==> config.mk <==
export PLATFORM = sky130hd
export DESIGN_NAME = bounded_sorted_key_table_flat
export DESIGN_NICKNAME = d
export VERILOG_FILES = /design/src/hw/rtl/bskt_pkg.sv /design/src/hw/rtl/bskt_chan_if.sv /design/src/hw/rtl/bskt_ctrl.sv /design/src/hw/rtl/bskt_datapath.sv /design/src/hw/rtl/bounded_sorted_key_table.sv /design/src/flat_wrapper.sv
export VERILOG_INCLUDE_DIRS = /design/src /design/src/hw/rtl
export SDC_FILE = /design/constraint.sdc
export NUM_CORES = 1
export LEC_CHECK = 0
export ABC_AREA = 1
export BUFFER_PORTS_ARGS = -buffer_cell sky130_fd_sc_hd__buf_2
export CELL_PAD_IN_SITES_DETAIL_PLACEMENT = 0
export CELL_PAD_IN_SITES_GLOBAL_PLACEMENT = 1
export CORE_ASPECT_RATIO = 1.25
export CORE_MARGIN = 5
export CORE_UTILIZATION = 50
export DETAILED_ROUTE_END_ITERATION = 7
export PLACE_DENSITY = 0.81
export RECOVER_POWER = 50
export SLEW_MARGIN = 20
export SYNTH_ARGS = -nofsm -noshare
export SYNTH_HDL_FRONTEND = slang
export SYNTH_SLANG_ARGS = --single-unit
==> constraint.sdc <==
create_clock -name clk -period 5.25 [get_ports clk]
set_clock_uncertainty 0.15 [all_clocks]
set_input_delay 0.7875 -clock clk [delete_from_list [all_inputs] [get_ports clk]]
set_output_delay 0.7875 -clock clk [all_outputs]
set_load 0.02 [all_outputs]
==> src/hw/rtl/bounded_sorted_key_table_assert.svh <==
// Assertion macros for the module that carries checks.
// Each macro expects signals named clk and rst_n in the using scope.
`ifndef BOUNDED_SORTED_KEY_TABLE_ASSERT_SVH
`define BOUNDED_SORTED_KEY_TABLE_ASSERT_SVH

// Consequent must hold in the same cycle as the antecedent.
`define BSKT_ASSERT_NOW(label, ante, cons, msg) \
    label: assert property (@(posedge clk) disable iff (!rst_n) (ante) |-> (cons)) \
        else $error(msg);

// Consequent must hold in the cycle after the antecedent.
`define BSKT_ASSERT_NEXT(label, ante, cons, msg) \
    label: assert property (@(posedge clk) disable iff (!rst_n) (ante) |=> (cons)) \
        else $error(msg);

// Expression must hold at every clock edge out of reset.
`define BSKT_ASSERT_ALWAYS(label, expr, msg) \
    label: assert property (@(posedge clk) disable iff (!rst_n) (expr)) \
        else $error(msg);

`endif

==> src/hw/rtl/bskt_pkg.sv <==
`timescale 1ns / 1ps

package bskt_pkg;

    localparam logic [1:0] OP_INSERT = 2'd0;
    localparam logic [1:0] OP_SEARCH = 2'd1;
    localparam logic [1:0] OP_DELETE = 2'd2;

    localparam logic [1:0] ST_DONE      = 2'd0;
    localparam logic [1:0] ST_NOT_FOUND = 2'd1;
    localparam logic [1:0] ST_FULL      = 2'd2;

    localparam int APB_ADDR_W = 3;
    localparam int APB_DATA_W = 32;
    localparam int REG_CAPACITY_LIMIT = 0;
    localparam logic [3:0] CAP_LIMIT_RESET = 4'd5;

    typedef struct packed {
        logic [1:0]  operation;
        logic [15:0] key;
        logic [15:0] name_id;
        logic [7:0]  room_id;
        logic [7:0]  slot_id;
        logic [2:0]  day_index;
    } bskt_in_t;

    typedef struct packed {
        logic [1:0]  status;
        logic [15:0] found_key;
        logic [15:0] found_name_id;
        logic [7:0]  found_room_id;
        logic [7:0]  found_slot_id;
        logic [2:0]  found_day;
        logic [3:0]  entry_count;
    } bskt_out_t;

    typedef struct packed {
        logic [15:0] key;
        logic [15:0] name_id;
        logic [7:0]  room_id;
        logic [7:0]  slot_id;
        logic [2:0]  day;
    } bskt_record_t;

    typedef enum logic [1:0] {
        RD_IDX  = 2'd0,
        RD_PREV = 2'd1,
        RD_NEXT = 2'd2
    } bskt_rd_sel_t;

    typedef struct packed {
        logic         load_req;
        logic         rd_en;
        bskt_rd_sel_t rd_sel;
        logic         wr_rdata;
        logic         wr_new;
        logic         idx_inc;
        logic         idx_dec;
        logic         set_shift;
        logic         cnt_dec;
        logic         set_status;
        logic [1:0]   status_code;
        logic         capture_found;
        logic         out_load;
    } bskt_cmd_t;

    typedef struct packed {
        logic [1:0] op;
        logic       full;
        logic       idx_at_end;
        logic       idx_zero;
        logic       idx_at_pos;
        logic       last_entry;
        logic       key_eq;
        logic       key_lt;
        logic       key_gt;
    } bskt_sts_t;

endpackage

==> src/hw/rtl/bskt_chan_if.sv <==
`timescale 1ns / 1ps

interface bskt_chan_if #(
    parameter type payload_t = logic
) ();
    logic     valid;
    logic     ready;
    payload_t data;

    modport source (output valid, output data, input ready);
    modport sink (input valid, input data, output ready);
endinterface

==> src/hw/rtl/bskt_ctrl.sv <==
`timescale 1ns / 1ps

module bskt_ctrl (
    input  logic               clk,
    input  logic               rst_n,
    input  logic               in_valid,
    output logic               in_ready,
    output logic               out_valid,
    input  logic               out_ready,
    input  bskt_pkg::bskt_sts_t sts,
    output bskt_pkg::bskt_cmd_t cmd
);
    import bskt_pkg::*;

    typedef enum logic [10:0] {
        S_IDLE      = 11'b000_0000_0001,
        S_START     = 11'b000_0000_0010,
        S_INS_RD    = 11'b000_0000_0100,
        S_INS_CMP   = 11'b000_0000_1000,
        S_INS_SH_RD = 11'b000_0001_0000,
        S_INS_SH_WR = 11'b000_0010_0000,
        S_INS_WR    = 11'b000_0100_0000,
        S_FIND_RD   = 11'b000_1000_0000,
        S_FIND_CMP  = 11'b001_0000_0000,
        S_DEL_RD    = 11'b010_0000_0000,
        S_DONE      = 11'b100_0000_0000
    } state_t;

    state_t state_reg, state_next;
    logic   out_valid_reg, out_valid_next;

    assign in_ready  = (state_reg == S_IDLE);
    assign out_valid = out_valid_reg;

    always_comb
    begin
        state_next = state_reg;
        cmd        = '0;
        case (state_reg)
            S_IDLE:
            begin
                if (in_valid)
                begin
                    cmd.load_req = 1'b1;
                    state_next   = S_START;
                end
            end
            S_START:
            begin
                case (sts.op)
                    OP_INSERT:
                    begin
                        if (sts.full)
                        begin
                            cmd.set_status  = 1'b1;
                            cmd.status_code = ST_FULL;
                            state_next      = S_DONE;
                        end
                        else
                        begin
                            state_next = S_INS_RD;
                        end
                    end
                    OP_SEARCH, OP_DELETE:
                    begin
                        state_next = S_FIND_RD;
                    end
                    default:
                    begin
                        state_next = S_DONE;
                    end
                endcase
            end
            S_INS_RD:
            begin
                if (sts.idx_at_end)
                begin
                    cmd.set_shift = 1'b1;
                    state_next    = S_INS_SH_RD;
                end
                else
                begin
                    cmd.rd_en  = 1'b1;
                    cmd.rd_sel = RD_IDX;
                    state_next = S_INS_CMP;
                end
            end
            S_INS_CMP:
            begin
                // The head is only tested for strictly greater; later entries
                // are passed while their key is less than the new one.
                if (sts.idx_zero ? sts.key_gt : !sts.key_lt)
                begin
                    cmd.set_shift = 1'b1;
                    state_next    = S_INS_SH_RD;
                end
                else
                begin
                    cmd.idx_inc = 1'b1;
                    state_next  = S_INS_RD;
                end
            end
            S_INS_SH_RD:
            begin
                if (sts.idx_at_pos)
                begin
                    state_next = S_INS_WR;
                end
                else
                begin
                    cmd.rd_en  = 1'b1;
                    cmd.rd_sel = RD_PREV;
                    state_next = S_INS_SH_WR;
                end
            end
            S_INS_SH_WR:
            begin
                // Insert moves entries up and walks down; delete moves them
                // down and walks up.
                cmd.wr_rdata = 1'b1;
                if (sts.op == OP_DELETE)
                begin
                    cmd.idx_inc = 1'b1;
                    state_next  = S_DEL_RD;
                end
                else
                begin
                    cmd.idx_dec = 1'b1;
                    state_next  = S_INS_SH_RD;
                end
            end
            S_INS_WR:
            begin
                cmd.wr_new = 1'b1;
                state_next = S_DONE;
            end
            S_FIND_RD:
            begin
                if (sts.idx_at_end)
                begin
                    cmd.set_status  = 1'b1;
                    cmd.status_code = ST_NOT_FOUND;
                    state_next      = S_DONE;
                end
                else
                begin
                    cmd.rd_en  = 1'b1;
                    cmd.rd_sel = RD_IDX;
                    state_next = S_FIND_CMP;
                end
            end
            S_FIND_CMP:
            begin
                if (!sts.key_eq)
                begin
                    cmd.idx_inc = 1'b1;
                    state_next  = S_FIND_RD;
                end
                else if (sts.op == OP_SEARCH)
                begin
                    cmd.capture_found = 1'b1;
                    state_next        = S_DONE;
                end
                else
                begin
                    state_next = S_DEL_RD;
                end
            end
            S_DEL_RD:
            begin
                // Delete pulls each later entry down by one: it is read here and
                // written one place lower in the next cycle.
                if (sts.last_entry)
                begin
                    cmd.cnt_dec = 1'b1;
                    state_next  = S_DONE;
                end
                else
                begin
                    cmd.rd_en  = 1'b1;
                    cmd.rd_sel = RD_NEXT;
                    state_next = S_INS_SH_WR;
                end
            end
            S_DONE:
            begin
                if (!out_valid_reg || out_ready)
                begin
                    cmd.out_load = 1'b1;
                    state_next   = S_IDLE;
                end
            end
            default:
            begin
                state_next = S_IDLE;
            end
        endcase
    end

    always_comb
    begin
        if (cmd.out_load)
        begin
            out_valid_next = 1'b1;
        end
        else if (out_ready)
        begin
            out_valid_next = 1'b0;
        end
        else
        begin
            out_valid_next = out_valid_reg;
        end
    end

    always_ff @(posedge clk or negedge rst_n)
    begin
        if (!rst_n)
        begin
            state_reg     <= S_IDLE;
            out_valid_reg <= 1'b0;
        end
        else
        begin
            state_reg     <= state_next;
            out_valid_reg <= out_valid_next;
        end
    end

endmodule

==> src/hw/rtl/bskt_datapath.sv <==
`timescale 1ns / 1ps

module bskt_datapath #(
    parameter int TABLE_DEPTH = 8
) (
    input  logic                clk,
    input  logic                rst_n,
    input  bskt_pkg::bskt_in_t  in_data,
    input  logic [3:0]          capacity_limit,
    input  bskt_pkg::bskt_cmd_t cmd,
    output bskt_pkg::bskt_sts_t sts,
    output bskt_pkg::bskt_out_t out_data
);
    import bskt_pkg::*;

    localparam int AW = $clog2(TABLE_DEPTH);
    localparam int CW = $clog2(TABLE_DEPTH + 1);
    localparam int XW = (CW > 4) ? CW : 4;

    bskt_record_t entry_mem [TABLE_DEPTH];
    bskt_record_t rd_data_reg;

    bskt_in_t     req_reg, req_next;
    logic [CW-1:0] cnt_reg, cnt_next;
    logic [CW-1:0] idx_reg, idx_next;
    logic [CW-1:0] pos_reg, pos_next;
    logic [1:0]   status_reg, status_next;
    bskt_record_t found_reg, found_next;
    bskt_out_t    out_reg, out_next;

    logic [CW-1:0] rd_addr_w;
    logic [CW-1:0] idx_plus;
    logic [AW-1:0] rd_addr;
    logic [AW-1:0] wr_addr;
    bskt_record_t  wr_data;
    bskt_record_t  new_rec;
    logic [XW-1:0] cnt_x;
    logic [XW-1:0] limit_x;

    assign new_rec = '{key:     req_reg.key,
                       name_id: req_reg.name_id,
                       room_id: req_reg.room_id,
                       slot_id: req_reg.slot_id,
                       day:     req_reg.day_index};

    assign idx_plus = idx_reg + CW'(1);

    always_comb
    begin
        case (cmd.rd_sel)
            RD_IDX:  rd_addr_w = idx_reg;
            RD_PREV: rd_addr_w = idx_reg - CW'(1);
            RD_NEXT: rd_addr_w = idx_plus;
            default: rd_addr_w = idx_reg;
        endcase
    end

    assign rd_addr = rd_addr_w[AW-1:0];
    assign wr_addr = idx_reg[AW-1:0];
    assign wr_data = cmd.wr_new ? new_rec : rd_data_reg;

    always_ff @(posedge clk)
    begin
        if (cmd.wr_rdata || cmd.wr_new)
        begin
            entry_mem[wr_addr] <= wr_data;
        end
        if (cmd.rd_en)
        begin
            rd_data_reg <= entry_mem[rd_addr];
        end
    end

    assign cnt_x   = XW'(cnt_reg);
    assign limit_x = XW'(capacity_limit);

    always_comb
    begin
        sts.op         = req_reg.operation;
        sts.full       = (cnt_x >= limit_x) || (cnt_reg >= CW'(TABLE_DEPTH));
        sts.idx_at_end = (idx_reg >= cnt_reg);
        sts.idx_zero   = (idx_reg == '0);
        sts.idx_at_pos = (idx_reg == pos_reg);
        sts.last_entry = (idx_plus >= cnt_reg);
        sts.key_eq     = (rd_data_reg.key == req_reg.key);
        sts.key_lt     = (rd_data_reg.key < req_reg.key);
        sts.key_gt     = (rd_data_reg.key > req_reg.key);
    end

    always_comb
    begin
        req_next    = cmd.load_req ? in_data : req_reg;

        idx_next = idx_reg;
        if (cmd.load_req)
        begin
            idx_next = '0;
        end
        else if (cmd.set_shift)
        begin
            idx_next = cnt_reg;
        end
        else if (cmd.idx_inc)
        begin
            idx_next = idx_plus;
        end
        else if (cmd.idx_dec)
        begin
            idx_next = idx_reg - CW'(1);
        end

        pos_next = cmd.set_shift ? idx_reg : pos_reg;

        cnt_next = cnt_reg;
        if (cmd.wr_new)
        begin
            cnt_next = cnt_reg + CW'(1);
        end
        else if (cmd.cnt_dec)
        begin
            cnt_next = cnt_reg - CW'(1);
        end

        status_next = status_reg;
        if (cmd.load_req)
        begin
            status_next = ST_DONE;
        end
        else if (cmd.set_status)
        begin
            status_next = cmd.status_code;
        end

        found_next = found_reg;
        if (cmd.load_req)
        begin
            found_next = '0;
        end
        else if (cmd.capture_found)
        begin
            found_next = rd_data_reg;
        end

        out_next = out_reg;
        if (cmd.out_load)
        begin
            out_next.status        = status_reg;
            out_next.found_key     = found_reg.key;
            out_next.found_name_id = found_reg.name_id;
            out_next.found_room_id = found_reg.room_id;
            out_next.found_slot_id = found_reg.slot_id;
            out_next.found_day     = found_reg.day;
            out_next.entry_count   = cnt_x[3:0];
        end
    end

    always_ff @(posedge clk or negedge rst_n)
    begin
        if (!rst_n)
        begin
            cnt_reg <= '0;
            idx_reg <= '0;
        end
        else
        begin
            cnt_reg <= cnt_next;
            idx_reg <= idx_next;
        end
    end

    always_ff @(posedge clk)
    begin
        req_reg    <= req_next;
        pos_reg    <= pos_next;
        status_reg <= status_next;
        found_reg  <= found_next;
        out_reg    <= out_next;
    end

    assign out_data = out_reg;

endmodule

==> src/hw/rtl/bounded_sorted_key_table.sv <==
`timescale 1ns / 1ps
// Sorted record table with insert, search and delete requests.
// Requests arrive on in_ch (operation, key and record identifiers) and each one
// produces exactly one response on out_ch with a status, the found record on a
// successful search (zeros otherwise) and the entry count after the request.
// One request is worked at a time. The entry memory has a single read port, so
// every compare or move of an entry is split into a read state and a use state.
// Operation code 3 and an insert into a full table go straight to the response;
// an insert scans to its place and then moves the later entries up, a delete
// finds its match and then moves the later entries down.
// A finished response sits in an output register, so a new request is accepted
// while the previous response still waits; if out_ch stalls, the next response
// is held back in its final state until the register frees up.
// capacity_limit is written over APB at byte address 0 and resets to 5; write it
// only while no request is in flight. Reset empties the table at once; stored
// entries themselves are not cleared, since only held entries are ever read.
module bounded_sorted_key_table #(
    parameter int TABLE_DEPTH = 8
) (
    input  logic                              clk,
    input  logic                              rst_n,
    bskt_chan_if.sink                         in_ch,
    bskt_chan_if.source                       out_ch,
    input  logic                              psel,
    input  logic                              penable,
    input  logic                              pwrite,
    input  logic [bskt_pkg::APB_ADDR_W-1:0]   paddr,
    input  logic [bskt_pkg::APB_DATA_W-1:0]   pwdata,
    output logic [bskt_pkg::APB_DATA_W-1:0]   prdata,
    output logic                              pready
);
    import bskt_pkg::*;

    `include "bounded_sorted_key_table_assert.svh"

    logic [3:0] capacity_limit_reg, capacity_limit_next;
    logic       cfg_write;
    logic       reg_hit;
    bskt_cmd_t  cmd;
    bskt_sts_t  sts;

    assign pready    = 1'b1;
    assign reg_hit   = (paddr[APB_ADDR_W-1:2] == (APB_ADDR_W-2)'(REG_CAPACITY_LIMIT));
    assign cfg_write = psel && penable && pwrite && pready;
    assign prdata    = reg_hit ? {{(APB_DATA_W-4){1'b0}}, capacity_limit_reg} : '0;

    assign capacity_limit_next = (cfg_write && reg_hit) ? pwdata[3:0] : capacity_limit_reg;

    always_ff @(posedge clk or negedge rst_n)
    begin
        if (!rst_n)
        begin
            capacity_limit_reg <= CAP_LIMIT_RESET;
        end
        else
        begin
            capacity_limit_reg <= capacity_limit_next;
        end
    end

    bskt_ctrl u_ctrl (
        .clk       (clk),
        .rst_n     (rst_n),
        .in_valid  (in_ch.valid),
        .in_ready  (in_ch.ready),
        .out_valid (out_ch.valid),
        .out_ready (out_ch.ready),
        .sts       (sts),
        .cmd       (cmd)
    );

    bskt_datapath #(
        .TABLE_DEPTH (TABLE_DEPTH)
    ) u_datapath (
        .clk            (clk),
        .rst_n          (rst_n),
        .in_data        (in_ch.data),
        .capacity_limit (capacity_limit_reg),
        .cmd            (cmd),
        .sts            (sts),
        .out_data       (out_ch.data)
    );

    // The table is only touched while a request is being worked.
    `BSKT_ASSERT_NOW(a_no_write_idle, in_ch.ready, !cmd.wr_rdata && !cmd.wr_new, "entry write while idle")
    // The single memory port never reads and writes in the same cycle.
    `BSKT_ASSERT_ALWAYS(a_one_mem_op, $onehot0({cmd.rd_en, cmd.wr_rdata, cmd.wr_new}), "memory port conflict")
    // An accepted request blocks the input until its response is registered.
    `BSKT_ASSERT_NEXT(a_one_in_flight, in_ch.valid && in_ch.ready, !in_ch.ready, "second request taken")
    // A response never overwrites one that has not been taken.
    `BSKT_ASSERT_NOW(a_no_overwrite, cmd.out_load, !out_ch.valid || out_ch.ready, "response overwritten")

endmodule
==> src/flat_wrapper.sv <==
// flat-port wrapper written by rule: the top's interface ports become plain ports
module bounded_sorted_key_table_flat import bskt_pkg::*;
#(
    parameter int TABLE_DEPTH = 8
)
  (clk, rst_n, psel, penable, pwrite, paddr, pwdata, prdata, pready, in_ch_valid, in_ch_data, in_ch_ready, out_ch_valid, out_ch_data, out_ch_ready);
  bskt_chan_if in_ch_i ();
  bskt_chan_if out_ch_i ();
  input  logic clk;
  input  logic rst_n;
  input  logic psel;
  input  logic penable;
  input  logic pwrite;
  input  logic [bskt_pkg::APB_ADDR_W-1:0] paddr;
  input  logic [bskt_pkg::APB_DATA_W-1:0] pwdata;
  output logic [bskt_pkg::APB_DATA_W-1:0] prdata;
  output logic pready;
  input wire logic [$bits(in_ch_i.valid)-1:0] in_ch_valid;
  input wire logic [$bits(in_ch_i.data)-1:0] in_ch_data;
  output wire logic [$bits(in_ch_i.ready)-1:0] in_ch_ready;
  output wire logic [$bits(out_ch_i.valid)-1:0] out_ch_valid;
  output wire logic [$bits(out_ch_i.data)-1:0] out_ch_data;
  input wire logic [$bits(out_ch_i.ready)-1:0] out_ch_ready;
  assign in_ch_i.valid = in_ch_valid;
  assign in_ch_i.data = in_ch_data;
  assign in_ch_ready = in_ch_i.ready;
  assign out_ch_valid = out_ch_i.valid;
  assign out_ch_data = out_ch_i.data;
  assign out_ch_i.ready = out_ch_ready;
  bounded_sorted_key_table #(.TABLE_DEPTH(TABLE_DEPTH)) u_core (.clk(clk), .rst_n(rst_n), .in_ch(in_ch_i), .out_ch(out_ch_i), .psel(psel), .penable(penable), .pwrite(pwrite), .paddr(paddr), .pwdata(pwdata), .prdata(prdata), .pready(pready));
endmodule
==> impl_metrics.ini <==
[cts]
numCtsBuffers = 17
clkLatencyLatePin_ps = 430
cts_tree = done
post-cts-setup-buffers = 0
cts_max_path_buffers = 2
clk_pin_slew_ps = 60
clkSinkCount = 173
htreeDepth = 4
postCtsHoldBufs = 0
post_cts_resized = 0
cts_root_buffer = clkbuf_16

[die]
core_area_um2 = 16100
die_area_um2 = 18900
io_pins = 79
fp-row-count = 52
die_x_um = 124
start_util = 0.506
dieHeight_um = 153

[place]
port_buffers = 18
gp_congestion = 0.864
hpwlAfterDp_um = 10600
dpl_cell_area_um2 = 8380

[logic_synthesis]
synth_edf_count = 149
ys.flop_type = edfxtp_1
ys_top_cells_by_count = 149 x edfxtp_1, 142 x nand2_1, 108 x nor2_1, 94 x inv_1, 41 x o21ai_0
netlist_area_um2 = 8140
yosysTopAreaCellShare = 0.550
yosysMostFrequentCell = edfxtp_1
async_flop_share = 0.139
synth.area.top_cells = edfxtp_1 55%, nand2_1 6.5%, dfrtp_1 6.5%
yosys_register_bits = 173
ys_types = 44
ys_seq_area_frac = 0.624
synthCells = 779
synth_area_leader_cell = edfxtp_1
syn_avg_cell_area_um2 = 10.4
yosysWarnings = 0

[power_and_ir_drop]
power_frac_comb = 0.303
p_leak_nw = 3.68
netSwitchingFraction = 0.334
intPower_mw = 2.72
max-vdd-ir-drop_mv = 0.248
p_sw_mw = 1.37
power.total_mw = 4.09
power_frac_clock = 0.296
sequentialPowerShare = 0.401
p_per_area_nw_per_um2 = 459

[drt]
met2_length_um = 9310
drt-total-wl_um = 17200
vias = 5347
post_drt_via_cell_ratio = 5.20
drt-met1-wl_um = 6660
ant_nets = 0
routed.top_layer = met4
drt_iter0_markers = 445
dr_wl_met3_um = 854
firstDrtPassIters = 5
remaining_drc_errors = 0
wl_per_cell_um = 16.7

[critical_path]
crit_path_start_kind = register
arrival_ps = 4680
cp-end-kind = register
critPathRequiredTime_ps = 5280
crit_type = reg2reg
reg2reg_slack_ps = 600
path_max_fanout = 32

[cells_and_area]
multiInputGateArea_um2 = 2420
final-seq-area_um2 = 5080
nNetsFinal = 865
stdcell_area_um2 = 8900
nFillCells = 1374
antennaDiodeCount = 0
largest_register_ffs = 128
area_growth_pct = 9.38
drive_gt1_frac = 0.0959
fin_util = 0.554

[grt]
first_global_vias = 5324
grt-ovfl-total = 0
grt_max_degree = 67
grt.total_usage = 0.192
antenna_found_initial = 0
grt_pass1_wl_um = 27400

[timing]
slew_headroom = 0.106
rsz0062_at_grt = false
finalHoldViolations = 0
period_needed_ps = 4650
period_share = 0.886
tightest_slew_ps = 1340
fmax_mhz = 215
slew_violations = 0
whs_ps = 338
setup_tns_ps = 0
finalSetupViolCount = 0

[worst_hold_path]
min-delay-path-class = reg2reg

[job]
maxCapViolCount = 0

[outcome]
outcome = completed
-- routing by layer --
layer	vias to the layer above	GRT usage
li1	2587	-
met1	2579	0.229
met2	154	0.337
met3	27	0.0368
met4	0	0.0720
met5	-	0
-- kinds of logic (layout without fill, tap and decap cells) --
group / Yosys count / after routing / share of synthesized area
XOR/XNOR: 11 / 11 / 0.0128
flip-flops: 173 / 173 / 0.624
AO/OA/AOI/OAI: 107 / 107 / 0.0780
buffers and inverters: 154 / 161 / 0.0918
AND/OR/NAND/NOR: 313 / 313 / 0.162
other: 2 / 29 / 0.000923
adder cells (fa/ha/maj): 19 / 19 / 0.0301
-- critical path, cell delays in order (launching register included) --
cell and delay (ps):
dfrtp_1 490, inv_1 410, ha_1 370, ha_1 310, nand2_1 70, nand2_1 50, a21oi_1 140, o21bai_1 90
or2_2 320, inv_1 70, ha_1 220, inv_1 220, o211ai_2 160, o21ai_4 340, inv_2 520, nor2_1 210
o21ai_0 130, nand2_1 70, nand2_1 50
-- final timing paths --
check                                                   from                                end  cells after the start
worst max-delay path            u_core.u_datapath.idx_reg[0]  u_core.u_datapath.rd_data_reg[49]                     18
worst min-delay path            u_core.capacity_limit_reg[0]       u_core.capacity_limit_reg[0]                      2
worst max register to register  u_core.u_datapath.idx_reg[0]  u_core.u_datapath.rd_data_reg[49]                     18
worst min register to register  u_core.capacity_limit_reg[0]       u_core.capacity_limit_reg[0]                      2
max in group asynchronous                              rst_n       u_core.capacity_limit_reg[1]                      1
min in group asynchronous                              rst_n         u_core.u_ctrl.state_reg[8]                      1
-- metrics by stage --
| step | setup slack (ps) | cells |
|---|---|---|
| 5_1_grt | 235 | 1029 |
| 4_1_cts | 712 | 1029 |
| 2_1_floorplan | 1750 | 806 |
| 3_3_place_gp | 869 | 1000 |
| 3_5_place_dp | 740 | 1000 |
| 6_report | 598 | 1029 |
-- cell type report --
class	instances	area share
Timing Repair Buffer	32	0.0219
Clock inverter	9	0.0138
Multi-Input combinational cell	479	0.272
Inverter	100	0.0422
Clock buffer	20	0.0491
Sequential cell	173	0.571
Tap cell	216	0.0304
-- power by group through the flow --
| stage | combinational [mW] | sequential [mW] | clock, mW |
|---|---|---|---|
| CTS | 1.26 | 1.64 | 1.23 |
| global placement | 1.21 | 1.67 | 0 |
| finish | 1.24 | 1.64 | 1.21 |
| floorplan | 0.999 | 1.64 | 0 |
| detailed placement | 1.25 | 1.67 | 0 |
| global route | 1.41 | 1.65 | 1.29 |
-- cells in the final DEF (no fill, tap or decap), types with 6 or more instances in the layout --
| master | instances |
|---|---|
| edfxtp_1 | 149 |
| nand2_1 | 142 |
| nor2_1 | 109 |
| inv_1 | 95 |
| o21ai_0 | 41 |
| nand3_1 | 30 |
| conb_1 | 29 |
| dfrtp_1 | 21 |
| ha_1 | 18 |
| clkbuf_16 | 17 |
| o22ai_1 | 16 |
| o211ai_1 | 16 |
| o21ai_1 | 15 |
| buf_4 | 12 |
| clkbuf_1 | 11 |
| buf_2 | 11 |
| a21oi_1 | 10 |
| nand4_1 | 7 |
| nor3_1 | 6 |
| xnor2_1 | 6 |
Note: power is estimated with default switching activity, not from simulation.
